### src/sv/ghp_pkg.sv
// Shared types, constants and helpers of the gray histogram block.
`timescale 1ns / 1ps

package ghp_pkg;

    localparam int COUNT_WIDTH = 24;
    localparam int OUT_W       = 24;
    localparam int PIX_W       = 8;
    localparam int CMD_W       = 2;
    localparam int NUM_BINS    = 1 << PIX_W;
    localparam int Q_DEPTH     = 2;
    localparam int Q_AW        = $clog2(Q_DEPTH);

    localparam logic [CMD_W-1:0] CMD_CLEAR = 2'd0;
    localparam logic [CMD_W-1:0] CMD_COUNT = 2'd1;
    localparam logic [CMD_W-1:0] CMD_READ  = 2'd2;

    typedef logic [COUNT_WIDTH-1:0] t_cnt;

    localparam t_cnt CNT_MAX = '1;

    typedef enum logic [1:0] {
        K_CLEAR,
        K_COUNT,
        K_READ
    } t_kind;

    typedef struct packed {
        t_kind            kind;
        logic [PIX_W-1:0] addr;
    } t_op;

    function automatic t_cnt sat_inc(t_cnt v);
        return (v == CNT_MAX) ? v : v + t_cnt'(1);
    endfunction

endpackage

### src/sv/ghp_if.sv
// Stream interfaces for the command channel and the result channel.
`timescale 1ns / 1ps

interface ghp_in_if;
    logic                        valid;
    logic                        ready;
    logic [ghp_pkg::CMD_W-1:0]   cmd;
    logic [ghp_pkg::PIX_W-1:0]   pixel_value;
    logic [ghp_pkg::PIX_W-1:0]   bin_index;

    modport source (output valid, cmd, pixel_value, bin_index, input ready);
    modport sink   (input valid, cmd, pixel_value, bin_index, output ready);
endinterface


### src/sv/ghp_front.sv
// Front end: takes command beats, decodes them into operations, queues them.
`timescale 1ns / 1ps

module ghp_front (
    input  logic          i_clk,
    input  logic          i_rst_n,
    ghp_in_if.sink        i_in,
    output logic          o_q_valid,
    output ghp_pkg::t_op  o_q_data,
    input  logic          i_q_pop
);

    ghp_pkg::t_op                 r_q [ghp_pkg::Q_DEPTH];
    logic [ghp_pkg::Q_AW-1:0]     r_wp;
    logic [ghp_pkg::Q_AW-1:0]     r_rp;
    logic [ghp_pkg::Q_AW:0]       r_cnt;
    logic                         w_push;
    logic                         w_pop;
    ghp_pkg::t_op                 w_op;

    // Unused command code 3 behaves as a read.
    always_comb begin
        unique case (i_in.cmd)
            ghp_pkg::CMD_CLEAR: begin
                w_op.kind = ghp_pkg::K_CLEAR;
                w_op.addr = i_in.bin_index;
            end
            ghp_pkg::CMD_COUNT: begin
                w_op.kind = ghp_pkg::K_COUNT;
                w_op.addr = i_in.pixel_value;
            end
            default: begin
                w_op.kind = ghp_pkg::K_READ;
                w_op.addr = i_in.bin_index;
            end
        endcase
    end

    assign i_in.ready = (r_cnt != (ghp_pkg::Q_AW + 1)'(ghp_pkg::Q_DEPTH));
    assign w_push     = i_in.valid && i_in.ready;
    assign w_pop      = i_q_pop && o_q_valid;
    assign o_q_valid  = (r_cnt != '0);
    assign o_q_data   = r_q[r_rp];

    always_ff @(posedge i_clk) begin
        if (w_push) begin
            r_q[r_wp] <= w_op;
        end
    end

    always_ff @(posedge i_clk) begin
        if (!i_rst_n) begin
            r_wp  <= '0;
            r_rp  <= '0;
            r_cnt <= '0;
        end else begin
            if (w_push) begin
                r_wp <= r_wp + 1'b1;
            end
            if (w_pop) begin
                r_rp <= r_rp + 1'b1;
            end
            unique case ({w_push, w_pop})
                2'b10:   r_cnt <= r_cnt + 1'b1;
                2'b01:   r_cnt <= r_cnt - 1'b1;
                default: r_cnt <= r_cnt;
            endcase
        end
    end

endmodule

### src/flat_wrapper.sv
// flat-port wrapper written by rule: the top's interface ports become plain ports
module ghp_front_flat 
  (i_clk, i_rst_n, o_q_valid, o_q_data, i_q_pop, i_in_valid, i_in_cmd, i_in_pixel_value, i_in_bin_index, i_in_ready);
  ghp_in_if i_in_i ();
  input  logic i_clk;
  input  logic i_rst_n;
  output logic o_q_valid;
  output ghp_pkg::t_op o_q_data;
  input  logic i_q_pop;
  input wire logic [$bits(i_in_i.valid)-1:0] i_in_valid;
  input wire logic [$bits(i_in_i.cmd)-1:0] i_in_cmd;
  input wire logic [$bits(i_in_i.pixel_value)-1:0] i_in_pixel_value;
  input wire logic [$bits(i_in_i.bin_index)-1:0] i_in_bin_index;
  output wire logic [$bits(i_in_i.ready)-1:0] i_in_ready;
  assign i_in_i.valid = i_in_valid;
  assign i_in_i.cmd = i_in_cmd;
  assign i_in_i.pixel_value = i_in_pixel_value;
  assign i_in_i.bin_index = i_in_bin_index;
  assign i_in_ready = i_in_i.ready;
  ghp_front u_core (.i_clk(i_clk), .i_rst_n(i_rst_n), .i_in(i_in_i), .o_q_valid(o_q_valid), .o_q_data(o_q_data), .i_q_pop(i_q_pop));
endmodule
### config.mk
export PLATFORM = sky130hd
export DESIGN_NAME = ghp_front_flat
export DESIGN_NICKNAME = d
export VERILOG_FILES = /design/src/sv/ghp_pkg.sv /design/src/sv/ghp_if.sv /design/src/sv/ghp_front.sv /design/src/flat_wrapper.sv
export SDC_FILE = /design/constraint.sdc
export NUM_CORES = 1
export LEC_CHECK = 0
export BUFFER_PORTS_ARGS = -buffer_cell sky130_fd_sc_hd__buf_2
export CAP_MARGIN = 15
export CORE_ASPECT_RATIO = 0.8
export CORE_MARGIN = 3
export CORE_UTILIZATION = 35
export CTS_BUF_LIST = sky130_fd_sc_hd__clkbuf_4
export CTS_CLUSTER_SIZE = 16
export DETAILED_ROUTE_END_ITERATION = 12
export PLACE_DENSITY_LB_ADDON = 0.3
export SETUP_SLACK_MARGIN = 0.5
export SKIP_CTS_REPAIR_TIMING = 1
export SLEW_MARGIN = 20
export SYNTH_ARGS = -nofsm -noshare
export SYNTH_HDL_FRONTEND = slang
export SYNTH_SLANG_ARGS = --single-unit
### constraint.sdc
create_clock -name i_clk -period 2.4 [get_ports i_clk]
set_clock_uncertainty 0.1 [all_clocks]
set_input_delay 0.6 -clock i_clk [delete_from_list [all_inputs] [get_ports i_clk]]
set_output_delay 0.6 -clock i_clk [all_outputs]
set_load 0.02 [all_outputs]
## Word-level counts from Yosys, hierarchy flattened

Memory sizes are Yosys's and may differ from the RTL's. A register that Yosys moved wholly into a read port is not among the register bits.
Index checks and enable logic that the tools add are counted.

| storage, ports and cells | value |
|---|---|
| output and inout port bits | 12 |
| bits of input ports | 22 |
| memories kept | 1 |
| register bits | 4 |
| RAM bits | 20 |
| word-level logic and storage cells | 23 |

Memory list:

| name | depth | width | rd ports | clocked after Yosys merged registers in | wr ports | RTL line | source |
|---|---|---|---|---|---|---|---|
| u_core.r_q | 2 | 10 | 1 | 1 | 1 | ghp_front.sv:13 | `ghp_pkg::t_op r_q [ghp_pkg::Q_DEPTH];` |

| cells by class | value |
|---|---|
| mux-type cells | 6 |
| add/subtract/negate cells | 4 |
| reductions and logical operators | 5 |
| equality and inequality tests | 4 |

Operators with widths:

| operator | number |
|---|---|
| 10-bit case mux with 2 select lines | 1 |
| 2-bit by 1-bit equality test with 1-bit output, second input constant | 2 |
| 1-bit two-way mux | 4 |
| 2-bit case mux with 2 select lines | 1 |
| 2-bit nonzero test | 2 |
| 1-bit adder, second input constant | 2 |
| 2-bit by 1-bit adder with 2-bit output, second input constant | 1 |
| 2-bit equality test, second input constant | 1 |
| 1-bit logical AND | 2 |
| 2-bit logical NOT | 1 |
| 2-bit inequality test, second input constant | 1 |
| 2-bit by 1-bit subtractor with 2-bit output, second input constant | 1 |

## Depth between registers and ports, before layout

| logic depth | value |
|---|---|
| depth after elaboration | 4 |
| gate-level depth with buffers | 6 |
| depth with buffers taken out | 6 |

## Worst setup path before layout

No wires, ideal clock.

| timing path | value |
|---|---|
| path kind | register -> register |
| start | reg u_core.r_cnt[0] (netlist name) |
| end | reg u_core.r_cnt[1] (netlist name) |
| arrival time | 1552 ps |
| required time | 2230 ps |
| period minus slack after synthesis | 1722 ps |
| slack | 678 ps |
| path buffers | 0 |
| stages on the path, launching flop included | 6 |
| library setup time | 70 ps |
| cell sequence | dfxtp_1 -> nand2b_1 -> nand2_1 -> ha_1 -> or3_1 -> a21oi_1 |

| between the ends | value |
|---|---|
| longest elaborated chain between the ends | 4 |
| elaborated cells between the ends (all ways) | 10 |
| those cells by class | add/sub (2); eq/ne (3); mux (1); reduce/logical (4) |

Ends and longest elaborated chain:

| element | RTL line | source |
|---|---|---|
| start: declaration | ghp_front.sv:16 | `logic [ghp_pkg::Q_AW:0] r_cnt;` |
| start signal: assignment | ghp_front.sv:64 | `2'b10: r_cnt <= r_cnt + 1'b1;` |
| start signal: assignment | ghp_front.sv:65 | `2'b01: r_cnt <= r_cnt - 1'b1;` |
| start signal: assignment | ghp_front.sv:66 | `default: r_cnt <= r_cnt;` |
| 2-bit inequality test (*) | ghp_front.sv:39 | `assign i_in.ready = (r_cnt != (ghp_pkg::Q_AW + 1)'(ghp_pkg::Q_DEPTH));` |
| net i_in_ready | flat_wrapper.sv:14 | `output wire logic [$bits(i_in_i.ready)-1:0] i_in_ready;` |
| 1-bit logical AND (*) | ghp_front.sv:40 | `assign w_push = i_in.valid && i_in.ready;` |
| 2-bit by 1-bit equality test with 1-bit output or 2-bit equality test (tied branches) | ghp_front.sv:63 | `unique case ({w_push, w_pop})` |
| 2-bit case mux with 2 select lines or 2-bit nonzero test (tied branches) | - |  |

Mark *: on every way through the listed nets, which the timed path passes. The rest lies on a longest branch.
A chain may end at the register's enable or synchronous reset.

==> flow_summary.ini <==
[sta]
tightest_slew_ps = 501.8
timing.fmax_mhz = 507.8
slew_headroom = 0.6654
maxSlewViolCount = 0
setup_viol = 0
hold_viol = 0
finalCritPeriodShare = 0.8205
rsz0062_at_grt = yes
hold_ws_ps = 386.6
final.setup.tns_ps = 0
period_minus_slack_ps = 1969

[synth]
ys_types = 20
netlist.area_leader.share = 0.5701
synth-seq-area-share = 0.6651
ys_warn_count = 0
syn-cell-area_um2 = 1054
syn_avg_cell_area_um2 = 15.49
yosys.area.top_type = edfxtp_1
synthTopCellsByArea = edfxtp_1, mux2_2, dfxtp_1
ys_ff_latch = 25
syn-num-nets = 91
synth_cells = 68

[detailed_routing]
dr.pass1.iters = 3
viasPerCell = 4.451
post_drt_wl_per_cell_um = 12.85
dr_total_vias = 632
drtIter0Drc = 7
ant_nets = 0
drc = 0
routed_wl_um = 1825

[global_route]
globalRouteOverflowTotal = 0
grt_pass1_vias = 589
track_usage = 0.09779
grt_max_degree = 14
grt_first_pass_wirelength_um = 2580
antenna_found_initial = 0

[clock_tree]
cts.reportedPaths.clkPinSlew_ps = 130
clockBufferDepth = 2
cts_made_buffers = 3
clk-insertion-delay-late_ps = 310
htreeDepth = 1
root_buffer = clkbuf_4
cts_tree = built
clock_sink_count = 25

[setup_path]
r2r_end = u_core.r_cnt[1]
required_ps = 1700
worstReg2RegStart = u_core.r_cnt[0]
crit_fanout = 5
r2r_slack_ps = 820
cp_top_family = flip-flops
crit_top_cell = buf_6
reg2reg_depth = 5
critPathBufInv = 2
timing.critical_path.slowest_stage_cell = dfxtp_4
crit_chain = buf_6, mux2_4, buf_6
cpPeakStageDelay_ps = 380
cp-start-kind = register
path_class = reg -> out
endpoint_kind = output pin
critPathArrivalTime_ps = 1270

[min_path]
hold_class = in -> reg
min_to = u_core.r_q[0][9]
min_from = i_in_cmd[1]
hold_depth = 1

[die]
start_util = 0.3752
num_rows = 17
io_pins = 34
core_um2 = 2808
die_area_um2 = 3708
dieHeight_um = 55.07
die_width_um = 67.34

[place]
gp_congestion = 0.6460
dp_cells = 136
numPortBuffers = 33
dp_hpwl_um = 1255

[pwr]
p_leak_nw = 0.5891
ir_worst_vdd_mv = 0.4927
power.density_nw_per_um2 = 1011

[layout]
fillers = 259
multi_input_area_um2 = 367.9
register_area_um2 = 705.7
nNetsFinal = 128
instances_no_fill = 142
diodes = 0
drive_gt1_frac = 0.5962
syn2layout_area_growth_pct = 34.44

[status]
status = complete, no violations

[run]
maxCapViolCount = 0
==> worst register-to-register path: cells and delay by family, from the launching register on <==
kind / cells / cell delay (ps)
AO/OA/AOI/OAI: 1 / 140
adder cells (fa/ha/maj): 1 / 310
flip-flops: 1 / 390
AND/OR/NAND/NOR: 3 / 610
==> cells in the final DEF, fill, tap and decap left out <==
cell type / n
nand2b_2: 1
mux2_2: 8
buf_8: 1
a21oi_1: 2
a21bo_2: 1
edfxtp_1: 20
clkbuf_4: 4
xor2_1: 1
inv_1: 3
buf_6: 11
nand3b_1: 1
buf_2: 23
dfxtp_1: 3
or3_1: 1
xnor2_1: 2
mux2_4: 10
dfxtp_4: 1
or2_2: 1
o21ai_0: 1
dfxtp_2: 1
and3_1: 1
o21a_1: 1
ha_1: 1
nor2_1: 3
nand2b_1: 1
nand2_1: 1
==> area by class of cell <==
cell class,instances,area share
Sequential cell,25,0.4982
Multi-Input combinational cell,37,0.2597
Timing Repair Buffer,35,0.1793
Tap cell,38,0.03357
Clock buffer,4,0.02120
Inverter,3,0.007951
==> report_power, final <==
group / internal, mW / switching [mW]
Combinational: 0.339 / 0.292
Sequential: 0.566 / 0.0423
Clock: 0.0762 / 0.115
Total: 0.981 / 0.450
==> registers in the layout, summed over array words and instances, names as in the netlist, named ones only <==
register	flops
u_core.r_rp	1
u_core.r_q	20
u_core.r_wp	1
u_core.r_cnt	2
==> how the worst max path moves through the flow <==
stage | to | cells past startpoint | from | slack, ps
after floorplan | u_core.r_cnt[1] | 5 | u_core.r_cnt[0] | 680
after CTS | o_q_data[8] | 2 | register | 140
final | o_q_data[8] | 3 | register | 430
after global routing | o_q_data[8] | 3 | register | 390
after detailed placement | u_core.r_q[1][4] | 3 | i_in_cmd[1] | 490
after global placement | o_q_data[8] | 2 | register | 500
==> stage by stage <==
| stage | power (mW) | worst slack (ps) | instance area, um^2 | util |
|---|---|---|---|---|
| finish | 1.431 | 430.7 | 1416 | 0.5045 |
| global route | 1.514 | 389.5 | 1416 | 0.5045 |
| CTS | 1.266 | 139.1 | 1282 | 0.4568 |
| detailed placement | 1.077 | 492.6 | 1252 | 0.4461 |
| global placement | 1.068 | 503.5 | 1252 | 0.4461 |
| floorplan | 0.9431 | 678.4 | 1054 | - |
==> synth_stat cells <==
library cell  number
or3_1              1
nand2b_1           2
a21oi_1            2
o21ai_0            1
xnor2_1            2
nand3b_1           1
edfxtp_1          20
xor2_1             1
a21bo_2            1
nand2_1            1
inv_1              3
clkbuf_1           1
dfxtp_1            5
buf_2              2
mux2_2            18
and3_1             1
ha_1               1
or2_2              1
nor2_1             3
o21a_1             1
==> layer usage <==
| layer | vias to the layer above | wire length, um | global-route usage |
|---|---|---|---|
| li1 | 318 | - | - |
| met1 | 295 | 818 | 0.1264 |
| met2 | 19 | 890 | 0.1517 |
| met3 | 0 | 117 | 0.04444 |
| met4 | 0 | 0 | 0.02020 |
| met5 | - | 0 | 0 |
==> cell families (layout without fill, tap and decap cells) <==
logic type,count (synthesis),count (layout),synth area share
simple gates,10,10,0.05108
fa+ha+maj,1,1,0.01187
flops,25,25,0.6651
compound gates,5,5,0.03088
buf+inv,6,42,0.02375
mux,18,18,0.1924
xor+xnor,3,3,0.02495
Note: power is estimated with default switching activity, not from simulation.
